### config.mk
export PLATFORM = sky130hd
export DESIGN_NAME = pulse_width_frame_transmitter_flat
export DESIGN_NICKNAME = d
export VERILOG_FILES = /design/src/hdl/pwft_pkg.sv /design/src/hdl/pwft_chan_if.sv /design/src/hdl/pwft_front.sv /design/src/hdl/pwft_queue.sv /design/src/hdl/pwft_back.sv /design/src/hdl/pulse_width_frame_transmitter.sv /design/src/flat_wrapper.sv
export SDC_FILE = /design/constraint.sdc
export NUM_CORES = 1
export LEC_CHECK = 0
export ABC_AREA = 0
export BUFFER_PORTS_ARGS = -buffer_cell sky130_fd_sc_hd__buf_2
export CAP_MARGIN = 20
export CORE_AREA = 2 2 135 137
export CTS_CLUSTER_SIZE = 8
export DETAILED_ROUTE_END_ITERATION = 10
export DIE_AREA = 0 0 137 139
export GPL_ROUTABILITY_DRIVEN = 0
export GPL_TIMING_DRIVEN = 0
export PLACE_DENSITY = 0.84
export SETUP_SLACK_MARGIN = 0.4
export SYNTH_ARGS = -nofsm -noshare
export SYNTH_HDL_FRONTEND = slang
export SYNTH_SLANG_ARGS = --single-unit
export TNS_END_PERCENT = 10
### constraint.sdc
create_clock -name clock -period 7.1 [get_ports clock]
set_input_delay 1.065 -clock clock [delete_from_list [all_inputs] [get_ports clock]]
set_output_delay 1.065 -clock clock [all_outputs]
set_load 0.01 [all_outputs]
### src/hdl/pwft_pkg.sv
// shared types and constants of the pulse width frame transmitter
`timescale 1ns / 1ps

package pwft_pkg;

   // field and register widths
   localparam int unsigned CFG_W       = 12;
   localparam int unsigned REP_W       = 3;
   localparam int unsigned CSR_IDX_W   = 3;
   localparam int unsigned NUM_DUR     = 6;
   localparam int unsigned DUR_IDX_W   = 3;
   localparam int unsigned FRAME_W     = 40;
   localparam int unsigned POS_W       = 6;
   localparam int unsigned QUEUE_DEPTH = 2;
   localparam int unsigned QPTR_W      = (QUEUE_DEPTH > 1) ? $clog2(QUEUE_DEPTH) : 1;
   localparam int unsigned QCNT_W      = $clog2(QUEUE_DEPTH + 1);

   // element positions: start pulse first, trailing zero bit last
   localparam logic [POS_W-1:0] POS_START = 6'd0;
   localparam logic [POS_W-1:0] POS_LAST  = 6'd41;

   localparam logic [7:0] POWER_MAX = 8'd99;

   // register defaults after reset
   localparam logic [CFG_W-1:0] START_HIGH_RST = 12'd1550;
   localparam logic [CFG_W-1:0] START_LOW_RST  = 12'd660;
   localparam logic [CFG_W-1:0] ONE_HIGH_RST   = 12'd830;
   localparam logic [CFG_W-1:0] ONE_LOW_RST    = 12'd200;
   localparam logic [CFG_W-1:0] ZERO_HIGH_RST  = 12'd360;
   localparam logic [CFG_W-1:0] ZERO_LOW_RST   = 12'd670;
   localparam logic [REP_W-1:0] REPEAT_RST     = 3'd3;

   // register map
   typedef enum logic [CSR_IDX_W-1:0] {
      CSR_START_HIGH = 3'd0,
      CSR_START_LOW  = 3'd1,
      CSR_ONE_HIGH   = 3'd2,
      CSR_ONE_LOW    = 3'd3,
      CSR_ZERO_HIGH  = 3'd4,
      CSR_ZERO_LOW   = 3'd5,
      CSR_REPEAT     = 3'd6
   } csr_idx_type;

   typedef enum logic {
      CMD_LOAD = 1'b0,
      CMD_TICK = 1'b1
   } cmd_type;

   typedef struct packed {
      cmd_type     command;
      logic [15:0] device_id;
      logic [3:0]  channel;
      logic [3:0]  mode;
      logic [7:0]  power;
   } req_word_type;

   typedef struct packed {
      logic pin_level;
      logic busy_res;
      logic load_rejected;
   } rsp_word_type;

   typedef struct packed {
      logic [CSR_IDX_W-1:0] index;
      logic [CFG_W-1:0]     value;
   } csr_word_type;

   // live register set handed to the sequencer
   typedef struct packed {
      logic [NUM_DUR-1:0][CFG_W-1:0] duration;
      logic [REP_W-1:0]              repeat_count;
   } cfg_type;

   // classified word waiting in the queue
   typedef struct packed {
      cmd_type              command;
      logic [FRAME_W-1:0]   frame;
   } q_entry_type;

endpackage

### src/hdl/pwft_chan_if.sv
// valid/ready channel carrying one word of a chosen payload type
`timescale 1ns / 1ps

interface pwft_chan_if #(parameter type payload_type = logic);
   logic        valid;
   logic        ready;
   payload_type data;

   modport source (output valid, output data, input ready);
   modport sink   (input valid, input data, output ready);
endinterface

### src/hdl/pwft_front.sv
// front end: takes request words, classifies them and builds the frame bits
`timescale 1ns / 1ps

module pwft_front (
   pwft_chan_if.sink             req_chan,
   input  logic                  q_full,
   output logic                  push,
   output pwft_pkg::q_entry_type entry
);

   logic [7:0] byte0;
   logic [7:0] byte1;
   logic [7:0] byte2;
   logic [7:0] byte3;
   logic [7:0] csum;

   // accept whenever the queue has room
   assign req_chan.ready = !q_full;
   assign push           = req_chan.valid && !q_full;

   // frame bytes, power saturated, 8-bit checksum
   always_comb begin
      byte0 = req_chan.data.device_id[7:0];
      byte1 = req_chan.data.device_id[15:8];
      byte2 = {req_chan.data.channel, req_chan.data.mode};
      byte3 = (req_chan.data.power > pwft_pkg::POWER_MAX) ? pwft_pkg::POWER_MAX
                                                          : req_chan.data.power;
      csum  = byte0 + byte1 + byte2 + byte3;
   end

   assign entry.command = req_chan.data.command;
   assign entry.frame   = {byte0, byte1, byte2, byte3, csum};

endmodule

### src/hdl/pwft_queue.sv
// short queue between the front end and the sequencer
`timescale 1ns / 1ps

module pwft_queue (
   input  logic                  clock,
   input  logic                  reset,
   input  logic                  push,
   input  pwft_pkg::q_entry_type push_entry,
   output logic                  full,
   input  logic                  pop,
   output pwft_pkg::q_entry_type head,
   output logic                  head_valid
);

   pwft_pkg::q_entry_type               store_ff [pwft_pkg::QUEUE_DEPTH];
   logic [pwft_pkg::QPTR_W-1:0]         wr_ptr_ff, wr_ptr_in;
   logic [pwft_pkg::QPTR_W-1:0]         rd_ptr_ff, rd_ptr_in;
   logic [pwft_pkg::QCNT_W-1:0]         count_ff, count_in;

   assign full       = (count_ff == pwft_pkg::QCNT_W'(pwft_pkg::QUEUE_DEPTH));
   assign head_valid = (count_ff != '0);
   assign head       = store_ff[rd_ptr_ff];

   // pointer and fill count update
   always_comb begin
      wr_ptr_in = wr_ptr_ff;
      rd_ptr_in = rd_ptr_ff;
      count_in  = count_ff;
      if (push) begin
         wr_ptr_in = (wr_ptr_ff == pwft_pkg::QPTR_W'(pwft_pkg::QUEUE_DEPTH - 1))
                     ? '0 : wr_ptr_ff + 1'b1;
      end
      if (pop) begin
         rd_ptr_in = (rd_ptr_ff == pwft_pkg::QPTR_W'(pwft_pkg::QUEUE_DEPTH - 1))
                     ? '0 : rd_ptr_ff + 1'b1;
      end
      if (push && !pop) begin
         count_in = count_ff + 1'b1;
      end else if (pop && !push) begin
         count_in = count_ff - 1'b1;
      end
   end

   always_ff @(posedge clock) begin
      if (reset) begin
         wr_ptr_ff <= '0;
         rd_ptr_ff <= '0;
         count_ff  <= '0;
      end else begin
         wr_ptr_ff <= wr_ptr_in;
         rd_ptr_ff <= rd_ptr_in;
         count_ff  <= count_in;
      end
   end

   // entry storage
   always_ff @(posedge clock) begin
      if (push) begin
         store_ff[wr_ptr_ff] <= push_entry;
      end
   end

endmodule

### src/hdl/pwft_back.sv
// back end: pulse sequencer and registered response word
`timescale 1ns / 1ps

module pwft_back #(
   parameter int unsigned TIMER_BITS = 12
) (
   input  logic                  clock,
   input  logic                  reset,
   input  pwft_pkg::cfg_type     cfg,
   input  pwft_pkg::q_entry_type head,
   input  logic                  head_valid,
   output logic                  pop,
   pwft_chan_if.source           rsp_chan
);

   localparam int unsigned TIMER_MAX = (1 << TIMER_BITS) - 1;
   localparam int unsigned WIDE_W    = 17;

   logic [pwft_pkg::FRAME_W-1:0] frame_ff, frame_in;
   logic [pwft_pkg::POS_W-1:0]   pos_ff, pos_in;
   logic                         phase_high_ff, phase_high_in;
   logic [TIMER_BITS-1:0]        dur_ff, dur_in;
   logic [pwft_pkg::REP_W-1:0]   repeats_ff, repeats_in;
   logic                         active_ff, active_in;
   logic                         rsp_valid_ff, rsp_valid_in;
   pwft_pkg::rsp_word_type       rsp_data_ff, rsp_data_in;

   logic [pwft_pkg::POS_W-1:0]   pos_next;
   logic [pwft_pkg::REP_W-1:0]   repeats_dec;

   // zero means one tick, above the timer range saturates
   function automatic logic [TIMER_BITS-1:0] fit_duration(
      input logic [pwft_pkg::CFG_W-1:0] v
   );
      logic [WIDE_W-1:0] wide;
      wide = WIDE_W'(v);
      if (v == '0) begin
         return TIMER_BITS'(1);
      end else if (wide > WIDE_W'(TIMER_MAX)) begin
         return TIMER_BITS'(TIMER_MAX);
      end
      return TIMER_BITS'(v);
   endfunction

   // duration of one phase of the element at pos
   function automatic logic [TIMER_BITS-1:0] phase_duration(
      input pwft_pkg::cfg_type            c,
      input logic [pwft_pkg::FRAME_W-1:0] frame,
      input logic [pwft_pkg::POS_W-1:0]   pos,
      input logic                         high
   );
      logic [pwft_pkg::DUR_IDX_W-1:0] base;
      logic [pwft_pkg::POS_W-1:0]     bit_idx;
      bit_idx = pwft_pkg::POS_W'(pwft_pkg::FRAME_W) - pos;
      if (pos == pwft_pkg::POS_START) begin
         base = pwft_pkg::DUR_IDX_W'(pwft_pkg::CSR_START_HIGH);
      end else if (pos < pwft_pkg::POS_LAST && frame[bit_idx]) begin
         base = pwft_pkg::DUR_IDX_W'(pwft_pkg::CSR_ONE_HIGH);
      end else begin
         base = pwft_pkg::DUR_IDX_W'(pwft_pkg::CSR_ZERO_HIGH);
      end
      if (!high) begin
         base = base + 1'b1;
      end
      return fit_duration(c.duration[base]);
   endfunction

   assign pos_next    = pos_ff + 1'b1;
   assign repeats_dec = repeats_ff - 1'b1;

   // take the head word when the output register is free or draining
   assign pop = head_valid && (!rsp_valid_ff || rsp_chan.ready);

   // sequencer step and response word
   always_comb begin
      frame_in      = frame_ff;
      pos_in        = pos_ff;
      phase_high_in = phase_high_ff;
      dur_in        = dur_ff;
      repeats_in    = repeats_ff;
      active_in     = active_ff;
      rsp_data_in   = rsp_data_ff;
      rsp_valid_in  = rsp_valid_ff && !rsp_chan.ready;
      if (pop) begin
         rsp_valid_in = 1'b1;
         case (head.command)
            pwft_pkg::CMD_LOAD: begin
               if (active_ff) begin
                  rsp_data_in = '{pin_level: phase_high_ff, busy_res: 1'b1,
                                  load_rejected: 1'b1};
               end else begin
                  frame_in      = head.frame;
                  repeats_in    = (cfg.repeat_count == '0) ? pwft_pkg::REP_W'(1)
                                                           : cfg.repeat_count;
                  active_in     = 1'b1;
                  pos_in        = pwft_pkg::POS_START;
                  phase_high_in = 1'b1;
                  dur_in        = fit_duration(cfg.duration[
                                     pwft_pkg::DUR_IDX_W'(pwft_pkg::CSR_START_HIGH)]);
                  rsp_data_in   = '{pin_level: 1'b1, busy_res: 1'b1,
                                    load_rejected: 1'b0};
               end
            end
            default: begin
               rsp_data_in = '{pin_level: phase_high_ff, busy_res: active_ff,
                               load_rejected: 1'b0};
               if (active_ff) begin
                  if (dur_ff > TIMER_BITS'(1)) begin
                     dur_in = dur_ff - 1'b1;
                  end else if (phase_high_ff) begin
                     phase_high_in = 1'b0;
                     dur_in        = phase_duration(cfg, frame_ff, pos_ff, 1'b0);
                  end else if (pos_ff < pwft_pkg::POS_LAST) begin
                     pos_in        = pos_next;
                     phase_high_in = 1'b1;
                     dur_in        = phase_duration(cfg, frame_ff, pos_next, 1'b1);
                  end else begin
                     repeats_in = repeats_dec;
                     if (repeats_dec == '0) begin
                        active_in     = 1'b0;
                        phase_high_in = 1'b0;
                        pos_in        = pwft_pkg::POS_START;
                        dur_in        = '0;
                     end else begin
                        pos_in        = pwft_pkg::POS_START;
                        phase_high_in = 1'b1;
                        dur_in        = phase_duration(cfg, frame_ff,
                                                       pwft_pkg::POS_START, 1'b1);
                     end
                  end
               end
            end
         endcase
      end
   end

   always_ff @(posedge clock) begin
      if (reset) begin
         frame_ff      <= '0;
         pos_ff        <= '0;
         phase_high_ff <= 1'b0;
         dur_ff        <= '0;
         repeats_ff    <= '0;
         active_ff     <= 1'b0;
         rsp_valid_ff  <= 1'b0;
      end else begin
         frame_ff      <= frame_in;
         pos_ff        <= pos_in;
         phase_high_ff <= phase_high_in;
         dur_ff        <= dur_in;
         repeats_ff    <= repeats_in;
         active_ff     <= active_in;
         rsp_valid_ff  <= rsp_valid_in;
      end
   end

   // response payload
   always_ff @(posedge clock) begin
      rsp_data_ff <= rsp_data_in;
   end

   assign rsp_chan.valid = rsp_valid_ff;
   assign rsp_chan.data  = rsp_data_ff;

   // idle sequencer sits at the start position with the pin low
   a_idle_clean: assert property (@(posedge clock) disable iff (reset)
      !active_ff |-> (!phase_high_ff && pos_ff == pwft_pkg::POS_START && dur_ff == '0))
      else $error("idle sequencer holds stale phase state");

   // position never runs past the trailing zero bit
   a_pos_range: assert property (@(posedge clock) disable iff (reset)
      pos_ff <= pwft_pkg::POS_LAST)
      else $error("element position out of range");

   // a running phase always has ticks left and frames to send
   a_active_counts: assert property (@(posedge clock) disable iff (reset)
      active_ff |-> (dur_ff != '0 && repeats_ff != '0))
      else $error("active sequencer with empty timer or repeat count");

   // a word is only taken when the output register can hold the result
   a_no_overrun: assert property (@(posedge clock) disable iff (reset)
      (rsp_valid_ff && !rsp_chan.ready) |=> ($stable(rsp_data_ff) && rsp_valid_ff))
      else $error("stalled response word overwritten");

endmodule

### src/hdl/pulse_width_frame_transmitter.sv
// top level of the pulse width frame transmitter: register file and part wiring
//
//   port      dir   word           notes
//   req_chan  in    req_word_type  load (command 0) or one microsecond tick (command 1)
//   rsp_chan  out   rsp_word_type  one word per request: pin level, busy, load rejected
//   csr_chan  in    csr_word_type  register write, index 0..6, always ready
//
// one request word per cycle sustained while responses are taken; a taken request
// is registered in the two-entry queue by the front end and its response in the
// output register by the sequencer. reset clears the queue, the sequencer and the
// response register and restores register defaults. a stalled response holds the
// sequencer while the queue still takes up to two more words.
`timescale 1ns / 1ps

module pulse_width_frame_transmitter #(
   parameter int unsigned TIMER_BITS = 12
) (
   input  logic        clock,
   input  logic        reset,
   pwft_chan_if.sink   req_chan,
   pwft_chan_if.source rsp_chan,
   pwft_chan_if.sink   csr_chan
);

   pwft_pkg::cfg_type     cfg_ff, cfg_in;
   logic                  q_full;
   logic                  q_push;
   pwft_pkg::q_entry_type q_push_entry;
   logic                  q_pop;
   pwft_pkg::q_entry_type q_head;
   logic                  q_head_valid;

   // register writes
   assign csr_chan.ready = 1'b1;

   always_comb begin
      cfg_in = cfg_ff;
      if (csr_chan.valid) begin
         unique case (pwft_pkg::csr_idx_type'(csr_chan.data.index))
            pwft_pkg::CSR_START_HIGH, pwft_pkg::CSR_START_LOW,
            pwft_pkg::CSR_ONE_HIGH,   pwft_pkg::CSR_ONE_LOW,
            pwft_pkg::CSR_ZERO_HIGH,  pwft_pkg::CSR_ZERO_LOW: begin
               cfg_in.duration[csr_chan.data.index] = csr_chan.data.value;
            end
            pwft_pkg::CSR_REPEAT: begin
               cfg_in.repeat_count = csr_chan.data.value[pwft_pkg::REP_W-1:0];
            end
            default: begin
            end
         endcase
      end
   end

   always_ff @(posedge clock) begin
      if (reset) begin
         cfg_ff.duration[pwft_pkg::CSR_START_HIGH] <= pwft_pkg::START_HIGH_RST;
         cfg_ff.duration[pwft_pkg::CSR_START_LOW]  <= pwft_pkg::START_LOW_RST;
         cfg_ff.duration[pwft_pkg::CSR_ONE_HIGH]   <= pwft_pkg::ONE_HIGH_RST;
         cfg_ff.duration[pwft_pkg::CSR_ONE_LOW]    <= pwft_pkg::ONE_LOW_RST;
         cfg_ff.duration[pwft_pkg::CSR_ZERO_HIGH]  <= pwft_pkg::ZERO_HIGH_RST;
         cfg_ff.duration[pwft_pkg::CSR_ZERO_LOW]   <= pwft_pkg::ZERO_LOW_RST;
         cfg_ff.repeat_count                       <= pwft_pkg::REPEAT_RST;
      end else begin
         cfg_ff <= cfg_in;
      end
   end

   // front end
   pwft_front u_front (
      .req_chan (req_chan),
      .q_full   (q_full),
      .push     (q_push),
      .entry    (q_push_entry)
   );

   // queue
   pwft_queue u_queue (
      .clock      (clock),
      .reset      (reset),
      .push       (q_push),
      .push_entry (q_push_entry),
      .full       (q_full),
      .pop        (q_pop),
      .head       (q_head),
      .head_valid (q_head_valid)
   );

   // sequencer
   pwft_back #(
      .TIMER_BITS (TIMER_BITS)
   ) u_back (
      .clock      (clock),
      .reset      (reset),
      .cfg        (cfg_ff),
      .head       (q_head),
      .head_valid (q_head_valid),
      .pop        (q_pop),
      .rsp_chan   (rsp_chan)
   );

endmodule

### src/flat_wrapper.sv
// flat-port wrapper written by rule: the top's interface ports become plain ports
module pulse_width_frame_transmitter_flat 
#(
   parameter int unsigned TIMER_BITS = 12
)
  (clock, reset, req_chan_valid, req_chan_data, req_chan_ready, rsp_chan_valid, rsp_chan_data, rsp_chan_ready, csr_chan_valid, csr_chan_data, csr_chan_ready);
  pwft_chan_if #(.payload_type(pwft_pkg::req_word_type)) req_chan_i ();
  pwft_chan_if #(.payload_type(pwft_pkg::rsp_word_type)) rsp_chan_i ();
  pwft_chan_if #(.payload_type(pwft_pkg::csr_word_type)) csr_chan_i ();
  input  logic clock;
  input  logic reset;
  input wire logic [$bits(req_chan_i.valid)-1:0] req_chan_valid;
  input wire logic [$bits(req_chan_i.data)-1:0] req_chan_data;
  output wire logic [$bits(req_chan_i.ready)-1:0] req_chan_ready;
  output wire logic [$bits(rsp_chan_i.valid)-1:0] rsp_chan_valid;
  output wire logic [$bits(rsp_chan_i.data)-1:0] rsp_chan_data;
  input wire logic [$bits(rsp_chan_i.ready)-1:0] rsp_chan_ready;
  input wire logic [$bits(csr_chan_i.valid)-1:0] csr_chan_valid;
  input wire logic [$bits(csr_chan_i.data)-1:0] csr_chan_data;
  output wire logic [$bits(csr_chan_i.ready)-1:0] csr_chan_ready;
  assign req_chan_i.valid = req_chan_valid;
  assign req_chan_i.data = req_chan_data;
  assign req_chan_ready = req_chan_i.ready;
  assign rsp_chan_valid = rsp_chan_i.valid;
  assign rsp_chan_data = rsp_chan_i.data;
  assign rsp_chan_i.ready = rsp_chan_ready;
  assign csr_chan_i.valid = csr_chan_valid;
  assign csr_chan_i.data = csr_chan_data;
  assign csr_chan_ready = csr_chan_i.ready;
  pulse_width_frame_transmitter #(.TIMER_BITS(TIMER_BITS)) u_core (.clock(clock), .reset(reset), .req_chan(req_chan_i), .rsp_chan(rsp_chan_i), .csr_chan(csr_chan_i));
endmodule
* After elaboration in Yosys (flattened, before gate mapping)
Memories as Yosys holds them, arrays and structs flattened. A register that Yosys moved wholly into a read port is not among the register bits.
Cells that the tools add are included.
** Word-level totals
- Output and inout bits :: 6
- Memories :: 1
- Register bits after elaboration :: 146
- Bits of input ports :: 53
- Word-level logic and storage cells :: 208
- Memory bits (writable) :: 82
** Cells by class
- Reductions and logical operators :: 33
- Order comparisons :: 11
- Add/sub/neg operators :: 13
- Muxes and demuxes :: 116
- Bitwise logic cells :: 2
- Eq/ne operators :: 12
** Memories
- u_core.u_queue.store_ff :: depth 2, width 41, read ports 1, clocked after memory_dff 1, wr ports 1, RTL line pwft_queue.sv:15 : pwft_pkg::q_entry_type store_ff [pwft_pkg::QUEUE_DEPTH];
** Operator list (number)
- 2-to-1 mux 12 bit :: 19
- binary-select mux 12 bit (select 3 bit) :: 3
- 2-to-1 mux 3 bit :: 36
- bitwise mux 72 bit :: 1
- logical NOT 12 bit :: 4
- 2-to-1 mux 1 bit :: 45
- demux 12 bit (select 3 bit) :: 1
- 2-to-1 mux 6 bit :: 6
- adder 8 bit :: 3
- < comparator 3 x 4 -> 1 bit, second input constant :: 4
- < comparator 6 x 7 -> 1 bit, second input constant :: 2
- binary-select mux 1 bit (select 6 bit) :: 2
- greater-than comparator 12 x 1 -> 1 bit, second input constant :: 1
- logical NOT 6 bit :: 2
- < comparator 6 bit, second input constant :: 2
- subtractor 12 x 1 -> 12 bit, second input constant :: 1
- subtractor 6 bit, first input constant :: 2
- == test 3 bit, second input constant :: 3
- logical NOT 3 bit :: 3
- greater-than comparator 8 x 7 -> 1 bit, second input constant :: 1
- logical AND 1 bit :: 8
- 2-to-1 mux 8 bit :: 1
- != test 2 bit, second input constant :: 4
- adder 6 x 1 -> 6 bit, second input constant :: 1
- 21 further kinds :: 32

* Longest topological paths before layout
- Depth after elaboration :: 31
- Mapped depth :: 19
- Depth with buffers taken out :: 13

* Hierarchy
From an unflattened synthesis, not the netlist that was laid out.
** Unflattened totals
- Cells, all modules :: 1195
- Area total of the unflattened synthesis :: 12047.8 um2
** Modules (own cells, without submodules)
- pwft_back :: instances 1, cells each 661, seq. area each 1371.3 um2, area each 5018.6 um2
- pwft_queue :: instances 1, cells each 150, seq. area each 2562.5 um2, area each 3169.3 um2
- pulse_width_frame_transmitter :: instances 1, cells each 281, seq. area each 1501.4 um2, area each 2982.9 um2
- pwft_front :: instances 1, cells each 103, seq. area each 0.0 um2, area each 877.1 um2

* Worst setup path before layout
No wires, ideal clock.
- Path type :: reg2reg
- From :: register u_core.u_back.pos_ff[0] (netlist bit)
- To :: register u_core.u_back.dur_ff[0]
- Library setup time :: 58 ps
- Clock period less this slack :: 4052 ps
- Stages on the path, launching flop included :: 19
- Required time :: 7042 ps
- Slack :: 3048 ps
- Arrival :: 3994 ps
- Path buffers :: 5
- Path through :: dfxtp_1 -> buf_2 -> buf_2 -> inv_1 -> ha_1 -> buf_6 -> buf_12 -> mux2i_1 -> mux4_2 -> o211a_1 -> o41ai_4 -> and2_1 -> buf_6 -> mux2i_1 -> a21oi_1 -> or3_1 -> nor4_1 -> or4_1 -> o211a_1
** Between the ends
- Word-level cells in the longest chain between the ends :: 31
- Elaborated cells between the ends (all ways) :: 60
- Classes of those cells :: 4 x add/sub; 2 x order compare; 48 x mux; 6 x reduce/logical
** RTL lines
- start: declaration :: RTL line pwft_back.sv:20 : logic [pwft_pkg::POS_W-1:0] pos_ff, pos_in;
- start signal: assignment :: RTL line pwft_back.sv:148 : pos_ff <= pos_in;
- subtractor 6 bit :: RTL line pwft_back.sv:54 : bit_idx = pwft_pkg::POS_W'(pwft_pkg::FRAME_W) - pos;
- binary-select mux 1 bit (select 6 bit) :: RTL line pwft_back.sv:57 : end else if (pos < pwft_pkg::POS_LAST && frame[bit_idx]) begin
- 2-to-1 mux 1 bit (not written as such) :: RTL line pwft_back.sv:57
- logical AND 1 bit :: RTL line pwft_back.sv:57
- 2-to-1 mux 3 bit :: RTL line pwft_back.sv:57
- 2-to-1 mux 3 bit :: RTL line pwft_back.sv:55 : if (pos == pwft_pkg::POS_START) begin
- 2-to-1 mux 3 bit :: RTL line pwft_back.sv:110 : end else if (phase_high_ff) begin
- 2-to-1 mux 3 bit :: RTL line pwft_back.sv:108 : if (dur_ff > TIMER_BITS'(1)) begin
- [... 15 more ...]
- 2-to-1 mux 1 bit :: RTL line pwft_back.sv:107 : if (active_ff) begin
- 2-to-1 mux 1 bit :: RTL line pwft_back.sv:86 : case (head.command)
- 2-to-1 mux 1 bit :: RTL line pwft_back.sv:84 : if (pop) begin
- 2-to-1 mux 12 bit :: RTL line pwft_back.sv:42 : return TIMER_BITS'(v);
- 2-to-1 mux 12 bit (*) :: RTL line pwft_back.sv:110
- 2-to-1 mux 12 bit (*) :: RTL line pwft_back.sv:108
- 2-to-1 mux 12 bit (*) :: RTL line pwft_back.sv:107
- 2-to-1 mux 12 bit (*) :: RTL line pwft_back.sv:86
- end signal: assignment :: RTL line pwft_back.sv:150 : dur_ff <= dur_in;
- end: declaration :: RTL line pwft_back.sv:22 : logic [TIMER_BITS-1:0] dur_ff, dur_in;
Mark *: on every way between the ends. The rest lies on a longest branch, timed or not. The select of a mux whose other input is x is not followed.
A chain may end at the register's enable or synchronous reset.

* Final worst setup path
Ends and elaborated chain as after synthesis.

==> impl_metrics.xml <==
<?xml version="1.0" encoding="UTF-8"?>
<metrics>
  <group name="timing">
    <metric name="fin_crit" unit="ns">5.12</metric>
    <metric name="slew_viol_final" unit="">0</metric>
    <metric name="final_setup_violation_count" unit="">0</metric>
    <metric name="rsz_0062_raised_after_global_routing" unit="">false</metric>
    <metric name="transition_time_at_the_pin_with_the_least_slew_margin" unit="ns">0.924</metric>
    <metric name="max-slew-margin-rel" unit="">0.367</metric>
    <metric name="final.setup.tns" unit="ns">0</metric>
    <metric name="post-route-worst-setup-slack" unit="ns">1.98</metric>
    <metric name="report.final.hold_viol_count" unit="">0</metric>
    <metric name="share_of_the_clock_period_used_by_the_worst_path_after_layout" unit="">0.721</metric>
    <metric name="clock.fmax" unit="GHz">0.195</metric>
    <metric name="clock_skew" unit="ns">0.0116</metric>
  </group>
  <group name="pwr">
    <metric name="p_switching" unit="uW">1880</metric>
    <metric name="power.density_cell_area" unit="nW/um^2">396</metric>
    <metric name="p_total" unit="uW">5160</metric>
    <metric name="p_leak" unit="uW">0.00476</metric>
    <metric name="part_of_the_power_in_the_clock_network" unit="">0.286</metric>
    <metric name="power.ir.vdd_worst" unit="mV">0.324</metric>
    <metric name="p_int" unit="uW">3280</metric>
    <metric name="power.share.switching" unit="">0.364</metric>
    <metric name="power.sequential.fraction" unit="">0.346</metric>
    <metric name="combinationalPowerShare" unit="">0.369</metric>
  </group>
  <group name="yosys">
    <metric name="post_synth_inst_count" unit="">1184</metric>
    <metric name="ys.flop_type" unit="">dfxtp_1</metric>
    <metric name="yosysSeqAreaShare" unit="">0.476</metric>
    <metric name="synthesis.yosys.warnings" unit="">0</metric>
    <metric name="syn_area" unit="um^2">11400</metric>
    <metric name="async_flop_share" unit="">0</metric>
    <metric name="synthesis.area_per_instance" unit="um^2">9.64</metric>
    <metric name="yosys_register_bits" unit="">229</metric>
    <metric name="library_cells_used_by_synthesis" unit="">74</metric>
    <metric name="synth_edf_count" unit="">85</metric>
  </group>
  <group name="grt">
    <metric name="pin_count_of_the_biggest_net_entering_global_routing" unit="">41</metric>
    <metric name="track_usage" unit="">0.328</metric>
    <metric name="grt_pass1_wl" unit="um">48700</metric>
    <metric name="initial_antenna_violation_count" unit="">0</metric>
    <metric name="vias_in_the_first_global_route" unit="">9334</metric>
    <metric name="gr-total-overflow" unit="">0</metric>
  </group>
  <group name="floorplan">
    <metric name="die_h" unit="um">139</metric>
    <metric name="rows" unit="">49</metric>
    <metric name="fp.dieW" unit="um">137</metric>
    <metric name="die_area" unit="um^2">19000</metric>
    <metric name="ios" unit="">59</metric>
    <metric name="placeable_area" unit="um^2">17700</metric>
    <metric name="initial_utilization" unit="">0.646</metric>
  </group>
  <group name="worst_setup_path">
    <metric name="timing.critical_path.cells" unit="">buf_2, buf_2, inv_1, ha_1, xnor2_2, mux4_2, o211a_1, o41ai_4, and2_1, buf_6, mux2i_1, a21oi_1, or3_1, nor4_1, or4_1, o211a_1</metric>
    <metric name="setup.reg_to_reg.worst_slack" unit="ns">1.98</metric>
    <metric name="worst-path-max-fanout" unit="">10</metric>
    <metric name="critical_path.slowest_cell" unit="">o41ai_4</metric>
    <metric name="worst_setup_path_end_kind" unit="">flip-flop</metric>
    <metric name="timing.critical_path.from_type" unit="">flip-flop</metric>
    <metric name="reg2regPathDepth" unit="">16</metric>
    <metric name="crit_required" unit="ns">7.55</metric>
    <metric name="worstReg2RegEnd" unit="">u_core.u_back.dur_ff[0]</metric>
    <metric name="critPathMaxStageDelay" unit="ns">0.62</metric>
    <metric name="crit_arrival" unit="ns">5.57</metric>
    <metric name="criticalPathCategory" unit="">reg2reg</metric>
    <metric name="rr_startpoint" unit="">u_core.u_back.pos_ff[0]</metric>
  </group>
  <group name="route">
    <metric name="iteration_0_drc_count_of_the_detailed_router" unit="">945</metric>
    <metric name="detail_route.wirelength" unit="um">31300</metric>
    <metric name="routedWlPerCell" unit="um">20.5</metric>
    <metric name="total_number_of_vias" unit="">9716</metric>
    <metric name="first_pass_iters" unit="">7</metric>
    <metric name="antenna_violating_nets_post_route" unit="">0</metric>
    <metric name="drc" unit="">0</metric>
    <metric name="avgViaCountPerCell" unit="">6.37</metric>
  </group>
  <group name="final_layout">
    <metric name="mostFrequentLayoutCell" unit="">nand2_1</metric>
    <metric name="flow.area_growth_from_synthesis" unit="%">14.1</metric>
    <metric name="mostFrequentLayoutCells" unit="">182 x nand2_1, 144 x dfxtp_1, 108 x nor2_1</metric>
    <metric name="nets" unit="">1363</metric>
    <metric name="post_route_cells_drive_above_1_share" unit="">0.103</metric>
    <metric name="antenna-diode-count" unit="">0</metric>
    <metric name="fillCellCount" unit="">1254</metric>
  </group>
  <group name="clock_network">
    <metric name="cts_tree" unit="">built</metric>
    <metric name="cts_made_buffers" unit="">34</metric>
    <metric name="insertion_delay" unit="ns">0.51</metric>
    <metric name="cts.sinks" unit="">229</metric>
    <metric name="post_cts_resized" unit="">0</metric>
    <metric name="htree_num_levels" unit="">2</metric>
    <metric name="cts.repair_timing.setup_buffer_count" unit="">0</metric>
    <metric name="path_clk_slew" unit="ns">0.05</metric>
    <metric name="cts_root_buf" unit="">clkbuf_16</metric>
    <metric name="cts_hold_buffers" unit="">0</metric>
    <metric name="clockBufferDepth" unit="">3</metric>
  </group>
  <group name="placement">
    <metric name="detailedPlace.worstSlack" unit="ns">2.09</metric>
    <metric name="dpl.hpwl" unit="um">21700</metric>
    <metric name="port_buffers" unit="">57</metric>
  </group>
  <group name="status">
    <metric name="outcome" unit="">complete, no violations</metric>
  </group>
  <group name="hold_path">
    <metric name="min-delay-start" unit="">u_core.u_back.repeats_ff[1]</metric>
    <metric name="timing.hold.worst.class" unit="">reg2reg</metric>
    <metric name="hold_path_end" unit="">u_core.u_back.repeats_ff[1]</metric>
    <metric name="min_path_cells" unit="">2</metric>
  </group>
  <group name="flow_run">
    <metric name="maxCapViolations" unit="">0</metric>
  </group>
</metrics>
==> registers in the layout, indices dropped and copies added (netlist names), 2 cells and up, named ones only <==
register                     count
u_core.cfg_ff                   75
u_core.u_queue.store_ff         82
u_core.u_back.rsp_chan.data      3
u_core.u_back.repeats_ff         3
u_core.u_back.frame_ff          40
u_core.u_back.dur_ff            12
u_core.u_back.pos_ff             6
u_core.u_queue.count_ff          2
==> kinds of logic after synthesis <==
group / Yosys count / share of synthesized area
compound gates: 273 / 0.158
buf+inv: 102 / 0.0397
mux: 87 / 0.0844
fa+ha+maj: 30 / 0.0421
flops: 229 / 0.476
xor+xnor: 31 / 0.0245
other cells: 2 / 0.000658
simple gates: 430 / 0.175
==> stage by stage <==
step                hold slack [ns]  utilization  instance area (um^2)  std cells
detailed placement            0.443        0.682                 12000       1473
floorplan                     0.432            -                 11400       1185
global placement              0.440        0.679                 12000       1471
global route                  0.464        0.737                 13000       1526
finish                        0.448        0.737                 13000       1526
CTS                           0.450        0.737                 13000       1526
==> how the worst max path moves through the flow <==
stage | from | endpoint | slack (ns) | depth (start not counted)
5_1_grt | u_core.u_back.pos_ff[0] | u_core.u_back.dur_ff[0] | 1.77 | 16
4_1_cts | u_core.u_back.pos_ff[0] | u_core.u_back.dur_ff[0] | 2.07 | 16
3_5_place_dp | u_core.u_back.pos_ff[0] | u_core.u_back.dur_ff[0] | 2.09 | 16
3_3_place_gp | u_core.u_back.pos_ff[0] | u_core.u_back.dur_ff[0] | 2.17 | 16
2_1_floorplan | u_core.u_back.pos_ff[0] | u_core.u_back.dur_ff[0] | 3.05 | 18
6_report | u_core.u_back.pos_ff[0] | u_core.u_back.dur_ff[0] | 1.98 | 16
==> power by group through the flow <==
| stage | Clock, uW | Combinational [uW] | Sequential, uW |
|---|---|---|---|
| finish | 1480 | 1900 | 1780 |
| global route | 1540 | 2040 | 1800 |
| CTS | 1480 | 1860 | 1780 |
| detailed placement | 0 | 1820 | 1800 |
| global placement | 0 | 1750 | 1790 |
| floorplan | 0 | 1360 | 1770 |
==> final cells by class <==
cell class / instances / area, um^2 / share of cell area
inverters: 23 / 86.3 / 0.00663
well taps: 229 / 287 / 0.0220
clock buffers: 51 / 946 / 0.0727
multi-input cells: 854 / 5530 / 0.425
repair buffers: 59 / 333 / 0.0256
clock inverters: 2 / 32.5 / 0.00250
plain buffers: 79 / 367 / 0.0282
flip-flops and latches: 229 / 5440 / 0.417
==> Yosys cell counts, types with 8 or more instances <==
library cell  instances  area, um^2
nor2_1              109         409
nand3_1              19        95.1
o22ai_1              11        68.8
xor2_1               11        96.3
xnor2_1              19         166
fa_1                 14         280
and3_1               11        68.8
a31oi_1              12        75.1
o21ai_0              33         165
a221oi_1              8        70.1
nor3_1               22         110
a211oi_1             47         353
nand3b_1             28         210
clkbuf_1             63         236
nand2_1             182         683
dfxtp_1             144        2880
mux2i_1              79         791
a21oi_1              92         460
inv_1                21        78.8
nand2b_1              8        50.1
edfxtp_1             85        2550
ha_1                 16         200
==> layer usage <==
metal / wire (um) / global-route usage / vias up
met4: 1560 / 0.142 / 0
li1: - / - / 4467
met3: 2620 / 0.0665 / 115
met2: 15500 / 0.562 / 569
met1: 11600 / 0.396 / 4565
met5: 0 / 0 / -
==> worst max-delay path, delay by kind of cell (launching register included) <==
| kind | cells | cell delay (ns) |
|---|---|---|
| flip-flops | 1 | 0.33 |
| buffers and inverters | 4 | 0.79 |
| multiplexers | 2 | 0.82 |
| XOR/XNOR | 1 | 0.45 |
| adder cells (fa/ha/maj) | 1 | 0.28 |
| AO/OA/AOI/OAI | 4 | 1.13 |
| AND/OR/NAND/NOR | 4 | 1.23 |
Power figures use the tool's default switching activity.
